### src/rtl/core/node_weighted_average_forecaster_defines.svh
// ---------------------------------------------------------------------------
// node_weighted_average_forecaster_defines
// Assertion macros for the forecaster; empty when SYNTH is defined.
// ---------------------------------------------------------------------------
`ifndef NODE_WEIGHTED_AVERAGE_FORECASTER_DEFINES_SVH
`define NODE_WEIGHTED_AVERAGE_FORECASTER_DEFINES_SVH

`ifndef SYNTH
// same-cycle implication, clocked on clk, off during reset
`define NWAF_ASSERT_SAME(lbl, ante, cons) \
	lbl: assert property (@(posedge clk) disable iff (!arst_n) (ante) |-> (cons)) \
		else $error("nwaf assertion failed");
// next-cycle implication, clocked on clk, off during reset
`define NWAF_ASSERT_NEXT(lbl, ante, cons) \
	lbl: assert property (@(posedge clk) disable iff (!arst_n) (ante) |=> (cons)) \
		else $error("nwaf assertion failed");
`else
`define NWAF_ASSERT_SAME(lbl, ante, cons)
`define NWAF_ASSERT_NEXT(lbl, ante, cons)
`endif

`endif

### src/rtl/core/nwaf_pkg.sv
// ---------------------------------------------------------------------------
// nwaf_pkg
// Shared widths, codes and constants of the weighted average forecaster.
// ---------------------------------------------------------------------------
package nwaf_pkg;

	// field widths
	localparam int SAMPLE_W   = 16;
	localparam int WIN_W      = 6;
	localparam int NODE_W     = 6;
	localparam int LEVEL_W    = 2;
	localparam int CFG_IDX_W  = 2;
	localparam int CFG_DATA_W = 16;

	typedef logic [SAMPLE_W-1:0] sample_t;
	typedef logic [LEVEL_W-1:0]  level_t;

	// congestion levels
	localparam level_t LVL_LOW      = 2'd0;
	localparam level_t LVL_MEDIUM   = 2'd1;
	localparam level_t LVL_HIGH     = 2'd2;
	localparam level_t LVL_CRITICAL = 2'd3;

	// register indexes
	localparam logic [CFG_IDX_W-1:0] REG_WINDOW = 2'd0;
	localparam logic [CFG_IDX_W-1:0] REG_CRIT   = 2'd1;
	localparam logic [CFG_IDX_W-1:0] REG_HIGH   = 2'd2;
	localparam logic [CFG_IDX_W-1:0] REG_MED    = 2'd3;

	// operations
	localparam logic OP_APPEND   = 1'b0;
	localparam logic OP_FORECAST = 1'b1;

	// reset values and fixed outputs
	localparam logic [WIN_W-1:0] WINDOW_RST   = 6'd32;
	localparam sample_t          CRIT_RST     = 16'd26214;
	localparam sample_t          HIGH_RST     = 16'd16384;
	localparam sample_t          MED_RST      = 16'd9830;
	localparam sample_t          CONFIDENCE_Q15 = 16'd27853;

endpackage

### src/rtl/core/nwaf_div.sv
// ---------------------------------------------------------------------------
// nwaf_div
// Radix-2 restoring divider, one quotient bit per cycle, 16-bit quotient.
// ---------------------------------------------------------------------------
module nwaf_div #(
	parameter int DW = 10
) (
	input  logic                                 clk,
	input  logic                                 arst_n,
	input  logic                                 go,
	input  logic [nwaf_pkg::SAMPLE_W+DW-1:0]     dividend,
	input  logic [DW-1:0]                        divisor,
	output logic [nwaf_pkg::SAMPLE_W-1:0]        quotient,
	output logic                                 fin
);

	localparam int QW = nwaf_pkg::SAMPLE_W;
	localparam int KW = $clog2(QW);

	logic          run_q;
	logic          fin_q;
	logic [KW-1:0] step_q;
	logic [DW-1:0] rem_q;
	logic [QW-1:0] quo_q;
	logic [DW:0]   shifted;
	logic [DW:0]   trial;
	logic          ge;

	// trial subtract of the shifted remainder
	assign shifted = {rem_q, quo_q[QW-1]};
	assign trial   = shifted - {1'b0, divisor};
	assign ge      = (shifted >= {1'b0, divisor});

	// control
	always_ff @(posedge clk or negedge arst_n) begin
		if (!arst_n) begin
			run_q  <= 1'b0;
			fin_q  <= 1'b0;
			step_q <= '0;
		end else begin
			fin_q <= run_q && !go && (step_q == KW'(QW - 1));
			if (go) begin
				run_q  <= 1'b1;
				step_q <= '0;
			end else if (run_q) begin
				step_q <= step_q + 1'b1;
				if (step_q == KW'(QW - 1)) begin
					run_q <= 1'b0;
				end
			end
		end
	end

	// remainder and quotient shift register
	always_ff @(posedge clk) begin
		if (go) begin
			rem_q <= dividend[QW+DW-1:QW];
			quo_q <= dividend[QW-1:0];
		end else if (run_q) begin
			rem_q <= ge ? trial[DW-1:0] : shifted[DW-1:0];
			quo_q <= {quo_q[QW-2:0], ge};
		end
	end

	assign quotient = quo_q;
	assign fin      = fin_q;

endmodule

### config.mk
export PLATFORM = sky130hd
export DESIGN_NAME = nwaf_div
export DESIGN_NICKNAME = d
export VERILOG_FILES = /design/src/rtl/core/node_weighted_average_forecaster_defines.svh /design/src/rtl/core/nwaf_pkg.sv /design/src/rtl/core/nwaf_div.sv
export SDC_FILE = /design/constraint.sdc
export NUM_CORES = 1
export LEC_CHECK = 0
export BUFFER_PORTS_ARGS = -buffer_cell sky130_fd_sc_hd__buf_2
export CELL_PAD_IN_SITES_DETAIL_PLACEMENT = 1
export CELL_PAD_IN_SITES_GLOBAL_PLACEMENT = 2
export CORE_ASPECT_RATIO = 1.4
export CORE_MARGIN = 2
export CORE_UTILIZATION = 33
export CTS_CLUSTER_SIZE = 28
export DETAILED_ROUTE_END_ITERATION = 7
export PLACE_DENSITY_LB_ADDON = 0.1
export SLEW_MARGIN = 20
export SYNTH_ARGS = -nofsm -noshare
export SYNTH_HDL_FRONTEND = slang
export SYNTH_SLANG_ARGS = --single-unit
### constraint.sdc
create_clock -name clk -period 3 [get_ports clk]
set_clock_uncertainty 0.1 [all_clocks]
set_input_delay 0.15 -clock clk [delete_from_list [all_inputs] [get_ports clk]]
set_output_delay 0.15 -clock clk [all_outputs]
set_load 0.005 [all_outputs]
Yosys cells after proc, flatten, opt, wreduce, memory -nomap -nowiden
Index checks and enable logic that the tools add are counted.
{"block": "classes", "mux": 10, "n_addsub": 2, "order_cmp": 1, "eq_ne": 1, "reduce_logical": 4}
{"op": "2-to-1 mux 16 bit", "n": 2}
{"op": "2-to-1 mux 10 bit", "n": 3}
{"op": "greater-or-equal comparator 11 x 10 -> 1 bit", "n": 1}
{"op": "subtractor 10 bit", "n": 1}
{"op": "2-to-1 mux 4 bit", "n": 2}
{"op": "adder 4 x 1 -> 4 bit, second input constant", "n": 1}
{"op": "equality test 4 bit, second input constant", "n": 1}
{"op": "2-to-1 mux 1 bit", "n": 3}
{"op": "logical AND 1 bit", "n": 2}
{"op": "nonzero test 2 bit", "n": 1}
{"op": "logical NOT 1 bit", "n": 1}
{"block": "totals", "regBits": 32, "out_inout_bits": 17, "inputBits": 39, "elab_cells": 23}

Depth between registers and ports, before layout
Gate-level depths: netlist of run 1.
{"block": "depth", "ltp_word": 4, "mapped_depth": 10, "mapped_depth_nobuf": 9}

Least setup slack after synthesis of run 1
No wires, ideal clock.
{"block": "synth_path", "kind": "flip-flop to flip-flop", "startpoint": "reg rem_q[5]", "endpoint": "reg rem_q[1] (data pin)", "arrival_ps": 1903, "setup_slack_ps": 737, "period_less_slack_ps": 2263, "path_stages_with_launch": 9, "setup_time_ps": 260, "t_required_ps": 2640, "n_path_buf": 1, "cell_sequence": "edfxtp_1 ha_1 a21o_1 a211o_1 o21ai_2 a41o_1 buf_6 mux2i_1 mux2_2"}
{"block": "synth_via", "elab_chain_cells": 4}
{"item": "start, declared", "line": "nwaf_div.sv:23", "source": "logic [DW-1:0] rem_q;"}
{"item": "start signal, assigned", "line": "nwaf_div.sv:57", "source": "rem_q <= dividend[QW+DW-1:QW];"}
{"item": "start signal, assigned", "line": "nwaf_div.sv:60", "source": "rem_q <= ge ? trial[DW-1:0] : shifted[DW-1:0];"}
{"item": "greater-or-equal comparator 11 x 10 -> 1 bit", "line": "nwaf_div.sv:32", "source": "assign ge = (shifted >= {1'b0, divisor});"}
{"item": "2-to-1 mux 10 bit", "line": "nwaf_div.sv:60"}
{"item": "2-to-1 mux 10 bit", "line": "nwaf_div.sv:59", "source": "end else if (run_q) begin"}
{"item": "2-to-1 mux 10 bit", "line": "nwaf_div.sv:56", "source": "if (go) begin"}
Every way passes these cells. The select of a mux whose other input is x is not followed.
A chain may end at the register's enable or synchronous reset.

Worst setup path after layout of run 1
{"block": "layout_path", "startpoint": "reg rem_q[5]", "endpoint": "reg rem_q[6] (data pin)"}
{"block": "layout_via", "elab_chain_cells": 4, "word_cells_on_any_way": 5, "classes_between": "add/sub (1); order compare (1); mux (3)"}
{"item": "subtractor 10 bit or greater-or-equal comparator 11 x 10 -> 1 bit (tied branches)", "line": "nwaf_div.sv:31, nwaf_div.sv:32"}
{"item": "2-to-1 mux 10 bit (*)", "line": "nwaf_div.sv:60"}
{"item": "2-to-1 mux 10 bit (*)", "line": "nwaf_div.sv:59"}
{"item": "2-to-1 mux 10 bit (*)", "line": "nwaf_div.sv:56"}
Every way passes the cells marked *; elsewhere a longest branch is shown, timed or not. The select of a mux whose other input is x is not followed.

==> results of run 1 <==
[critical path: cells and delay by family, from the launching register on]
family | cells | cell delay [ns]
AOI/OAI and AO/OA | 5 | 1.16
DFF | 1 | 0.39
adders and majority gates | 1 | 0.37
buffers and inverters | 1 | 0.23
and+or+nand+nor | 1 | 0.12
[cells by family after synthesis]
| group | Yosys count | share of synthesized area, % |
|---|---|---|
| muxes | 21 | 11.83 |
| xor gates and xnor gates | 9 | 4.028 |
| DFF | 32 | 47.57 |
| adders and majority gates | 12 | 8.056 |
| buffers and inverters | 21 | 5.818 |
| AOI/OAI and AO/OA | 34 | 11.83 |
| and+or+nand+nor | 42 | 10.87 |
[timing repair]
item	4_1_cts	5_1_grt
gates resized for setup	0	0
hold buffers	1	0
hold endpoints to repair	6	0
[synth_stat cells, drive strengths merged (3+ instances only)]
cell type	instances	area [sq um]
o311ai	3	26.28
mux2i	4	40.04
a21o	3	22.52
o211ai	3	22.52
nor2	11	41.29
xor2	7	61.31
o21ai	7	38.79
mux2	17	191.4
inv	13	48.80
nand2	9	33.78
dfrtp	6	150.1
edfxtp	26	780.8
a21oi	8	40.04
nand4	3	18.77
nor3	5	25.02
nand3b	5	37.54
clkbuf	6	42.54
nand2b	3	18.77
ha	11	137.6
[area by class of cell]
cell class                      instances  area (sq um)
Clock buffer                            7         76.32
Clock inverter                          1         3.754
Sequential cell                        32         930.9
Fill cell                             672          3421
Inverter                               13         48.80
Tap cell                               70         87.58
Multi-Input combinational cell        118         912.1
Timing Repair Buffer                   58         300.3
[worst paths after layout]
kind,slack (ns),depth (start not counted),from,endpoint
max reg2reg,0.38,8,rem_q[5]$_DFFE_PP_,rem_q[6]$_DFFE_PP_
min,0.06,3,dividend[25],rem_q[9]$_DFFE_PP_
min in group asynchronous,0.11,2,arst_n,run_q$_DFF_PN0_
max in group asynchronous,2.54,2,arst_n,step_q[3]$_DFFE_PN0P_
min reg2reg,0.45,2,step_q[3]$_DFFE_PN0P_,step_q[3]$_DFFE_PN0P_
max,0.38,8,rem_q[5]$_DFFE_PP_,rem_q[6]$_DFFE_PP_
[per-layer routing]
layer / global-route usage (%) / vias to the layer above / wire length, um
met5: 0 / - / 0
met4: 5.719 / 0 / 53
met3: 2.854 / 5 / 174
met2: 26.76 / 37 / 2544
met1: 17.78 / 719 / 1967
li1: - / 745 / -
[report_power, final]
part,leakage (nW),total (mW),internal (mW),switching (mW)
clock network,0.0399,0.323,0.162,0.162
logic,0.668,0.786,0.350,0.436
registers,0.354,0.675,0.615,0.0599
total,1.06,1.78,1.13,0.657
[state kept, by name, indices dropped and copies added (netlist names)]
register and flops:
step_q 4, fin 1, rem_q 10, quotient 16, run_q 1
==> impl_results.md, run 1 <==
- Status: finished, final reports clean
- First-pass GRT wire length: 7.824 mm
- Power Density: around 760 nW/um^2
- Crit path DAT: 2.55 ns
- Row Count: 33
- Design area: 2360 sq um
- Placed insts: 290
- Die Width: 69.08 um
- Area growth syn-to-layout: 20.59%
- Clk sinks: 32
- Worst slack, placed: 0.3867 ns
- Number of global-route vias before repair: 1637
- Worst path max stage delay: between 0.4 and 0.5 ns
- Skew-Pair Late Insertion Delay: 0.29 ns
- Grt ovf: 0
- Post-DP HPWL: 3.561 mm
- Final WL: about 4.7 mm
- Mapped Cells: roughly 170
- Synthesized area: approximately 2000 sq um
- Synth async-reset ratio: 18.75%
- Final hold slack: 0.05646 ns
- Seq/Total Area, Yosys: about 48%
- Most common cell after layout, fill and taps aside: buf_2
- Crit-path cells: ha_1 > a21o_1 > a211o_1 > o21ai_2 > a41o_1 > buf_4 > or2_1 > o21ai_0
- Max frequency: around 380 MHz
- Rel. slew slack: 57.89%
- Nets@finish: 279
- Layout Cells excl Fill: 299
- Lkg Pwr: approximately 1.1 nW
- Final Critical Period: between 2 and 3 ns
- Die height: 95.12 um
- 1st-iter DRT viols: 27
- Post-synth EDFFs: 26
- Setup TNS: 0 ns
- GP Congestion: 0.7935
- Ys flop type: edfxtp_1
- Critical path class: flip-flop to flip-flop
- Max-slew violation count: 0
- ANT cells: 0
- Flops & latches, synth: 32
- Synthesized area per cell: roughly 11 sq um
- Hold Path Class: primary input to flip-flop
- First-pass DRT Iterations: 4
- Setup ws final: roughly 0.38 ns
- CP max FO: 9
- Largest net degree at the start of global routing: 31
- Pwr Total: 1.784 mW
- Routed len/inst: 15.85 um
- Crit end category: flip-flop
- CTS tree: built
- Root Buffer: clkbuf_8
- Vias: 1506
- Routed Antenna Nets: 0
- CTS max path bufs: 2
- CTS Buf Count: 5
- Clock transition at path regs: roughly 0.07 ns
- Total track usage: 14.96%
- Setup violators final: 0
- Final routed DRC violation total: 0
- IO Count: 56
- Fin util: 40.82%
- Vias/cell: 5.037
- Yosys cell types: 37
- Slowest-stage cell, CP: a41o_1
- Starting Density: approximately 34%
- Unrepaired setup endpoints after global routing: no
- CTS H-tree lvls: 2
- Worst VDD drop: 286.1 uV
- Hold Vio Cnt, Final: 0
- Die footprint: about 6600 sq um
- Yosys Warn Count: 0
- Post-place instance area: about 2300 sq um
- CP Data Required Time: 2.93 ns
- Startpoint Class: flip-flop
- Post-CTS setup buffer count: 0
- Commonest non-fill, non-tap cells in the layout: buf_2 (55), edfxtp_1 (26), mux2_2 (17)
- Core area: 5781 sq um
- PortBufs: 55
- Post-Syn Nets: 222
- Initial antenna violation count: 0
- Max-cap violations: 0
- Worst-Margin Slew: between 0.6 and 0.7 ns
- Final worst-path cycle share: 87.33%
- Ratio of cells with drive above 1 in the final layout: 35.37%
No activity file was read; power rests on OpenSTA's default activity.
==> inputs of run 2 (changes only) <==
--- a/config.mk
+++ b/config.mk
@@ -13,7 +13,7 @@
 export CORE_UTILIZATION = 33
 export CTS_CLUSTER_SIZE = 28
 export DETAILED_ROUTE_END_ITERATION = 7
-export PLACE_DENSITY_LB_ADDON = 0.1
+export PLACE_DENSITY = 0.79
 export SLEW_MARGIN = 20
 export SYNTH_ARGS = -nofsm -noshare
 export SYNTH_HDL_FRONTEND = slang
==> impl_results.md, run 2 (synthesis results as in run 1) <==
- Status: finished, final reports clean
- Design area: 2352 sq um (-0.32%)
- Critical path class: flip-flop to flip-flop
- GP Congestion: 0.7323 (-7.7%)
- Hold Path Class: primary input to flip-flop
- Switching part of the total: 36.46% (-0.38 points)
- Lkg Pwr: 1.058 nW (-0.45%)
- Die height: 95.12 um (unchanged)
- CTS Buf Count: 5 (unchanged)
- Routed len/inst: 15.15 um (-4.4%)
- Core area: 5781 sq um (unchanged)
- Routed Antenna Nets: 0 (unchanged)
- Clk pwr share: 18.4% (+0.3 points)
- Most common cell after layout, fill and taps aside: buf_2
- Commonest non-fill, non-tap cells in the layout: buf_2 (55), edfxtp_1 (26), mux2_2 (17)
- Clock transition at path regs: 0.07 ns (about the same)
- Ratio of cells with drive above 1 in the final layout: 35.09% (-0.28 points)
- ANT cells: 0 (unchanged)
- Post-CTS setup buffer count: 0 (unchanged)
- Sequential share of power: 38.8% (+1.0 points)
- Max frequency: 359.5 MHz (-5.8%)
- Final routed DRC violation total: 0 (unchanged)
- CP Data Required Time: 2.94 ns (about the same)
- Fin util: 40.69% (-0.13 points)
- Max-cap violations: 0 (unchanged)
- Die footprint: 6571 sq um (unchanged)
- Root Buffer: clkbuf_8
- Worst VDD drop: 307.9 uV (+7.6%)
- IO Count: 56 (unchanged)
- Setup violators final: 0 (unchanged)
- CTS tree: built
- Final Critical Period: 2.781 ns (+0.1614 ns)
- Row Count: 33 (unchanged)
- Post-place instance area: 2262 sq um (-0.33%)
- Vias/cell: 4.983 (-1.1%)
- First-pass GRT wire length: 7.645 mm (-2.3%)
- Crit end category: flip-flop
- Vias: 1485 (-1.4%)
- Setup TNS: 0 ns (unchanged)
- Initial antenna violation count: 0 (unchanged)
- Skew-Pair Late Insertion Delay: 0.28 ns (about the same)
- Sw power: 638.6 uW (-2.8%)
- Number of global-route vias before repair: 1650 (+0.79%)
- Max reg flops: 16 (unchanged)
- Worst-Margin Slew: 0.6700 ns (+0.03830 ns)
- Fillers: 683 (+1.6%)
- PortBufs: 55 (unchanged)
- Crit path DAT: 2.72 ns (+0.17 ns)
- Unrepaired setup endpoints after global routing: no
- Starting Density: 33.85% (unchanged)
- Clk sinks: 32 (unchanged)
- Cts repair resizes: 0 (unchanged)
- Nets@finish: 278 (-0.36%)
- Hold Vio Cnt, Final: 0 (unchanged)
- Total track usage: 14.58% (-0.38 points)
- 1st-iter DRT viols: 68 (+150%)
- Rel. slew slack: 55.34% (-2.6 points)
- Startpoint Class: flip-flop
- Comb power frac: 42.8% (-1.3 points)
- Grt ovf: 0 (unchanged)
- Max-slew violation count: 0 (unchanged)
- Area growth syn-to-layout: 20.20%
- Post-DP HPWL: 3.412 mm (-4.2%)
- Power Density: 744.6 nW/um^2 (-1.5%)
- Largest net degree at the start of global routing: 30 (-3.2%)
- Final worst-path cycle share: 92.71% (+5.4 points)
- CTS H-tree lvls: 2 (unchanged)
- CP max FO: 16 (+7)
- Die Width: 69.08 um (unchanged)
- First-pass DRT Iterations: 4 (unchanged)
- Final WL: 4.516 mm (-4.7%)
- CTS max path bufs: 2 (unchanged)
- Int Power: 1.113 mW (-1.2%)
==> run 2: changes by cell type in the layout (fill, tap and decap cells not counted), sizes merged <==
| cell | before | now |
|---|---|---|
| buf | 57 | 56 |
==> run 2: timing repair <==
item                       4_1_cts  5_1_grt
hold endpoints to repair         6        0
hold buffers                     1        0
setup endpoints to repair        0        0
==> run 2: critical path: stages, from the launching register on <==
cell      delay, ns
edfxtp_1       0.39
ha_1           0.37
a21o_1         0.23
a211o_1        0.28
o21ai_2        0.13
a41o_1         0.59
mux2i_1        0.16
mux2_2         0.28
==> run 2: area by class of cell <==
cell class | instances | area [sq um] | share of cell area (%)
inverters | 13 | 48.80 | 2.074
clock inverters | 1 | 3.754 | 0.1596
flip-flops and latches | 32 | 930.9 | 39.57
repair buffers | 57 | 292.8 | 12.45
well taps | 70 | 87.58 | 3.723
multi-input cells | 118 | 912.1 | 38.78
clock buffers | 7 | 76.32 | 3.245
==> run 2: power groups by stage <==
stage	clock, mW	sequential [mW]	combinational (mW)
3_5_place_dp	0	0.688	0.757
5_1_grt	0.353	0.695	0.855
4_1_cts	0.338	0.682	0.763
6_report	0.322	0.680	0.750
2_1_floorplan	0	0.670	0.605
3_3_place_gp	0	0.684	0.742
==> run 2: layer usage <==
| layer | up-vias | global-route usage [%] | wire [um] |
|---|---|---|---|
| met5 | - | 0 | 0 |
| met4 | 0 | 2.941 | 40 |
| met3 | 6 | 4.440 | 314 |
| met2 | 54 | 27.24 | 2287 |
| met1 | 682 | 16.40 | 1875 |
| li1 | 743 | - | - |
==> run 2: per-stage QoR <==
step	setup WS (ns)	instances	hold slack, ns	power, mW
4_1_cts	0.1890	298	0.06160	1.783
5_1_grt	0.06650	298	0.06652	1.903
6_report	0.2187	298	0.07026	1.751
3_3_place_gp	0.3440	289	-0.1182	1.425
3_5_place_dp	0.2034	289	-0.1182	1.445
2_1_floorplan	0.7368	171	-0.2456	1.275
==> run 2: path summary, 6_finish.rpt <==
path                                        from                    end  slack [ns]  depth (start not counted)
max in group asynchronous                 arst_n  step_q[1]$_DFFE_PN0P_        2.53                          2
min in group asynchronous                 arst_n          fin$_DFF_PN0_        0.13                          2
setup / recovery              rem_q[5]$_DFFE_PP_     rem_q[1]$_DFFE_PP_        0.22                          7
hold reg to reg            step_q[3]$_DFFE_PN0P_  step_q[3]$_DFFE_PN0P_        0.44                          2
setup reg to reg              rem_q[5]$_DFFE_PP_     rem_q[1]$_DFFE_PP_        0.22                          7
hold / removal                       dividend[7]  quotient[7]$_DFFE_PP_        0.07                          2
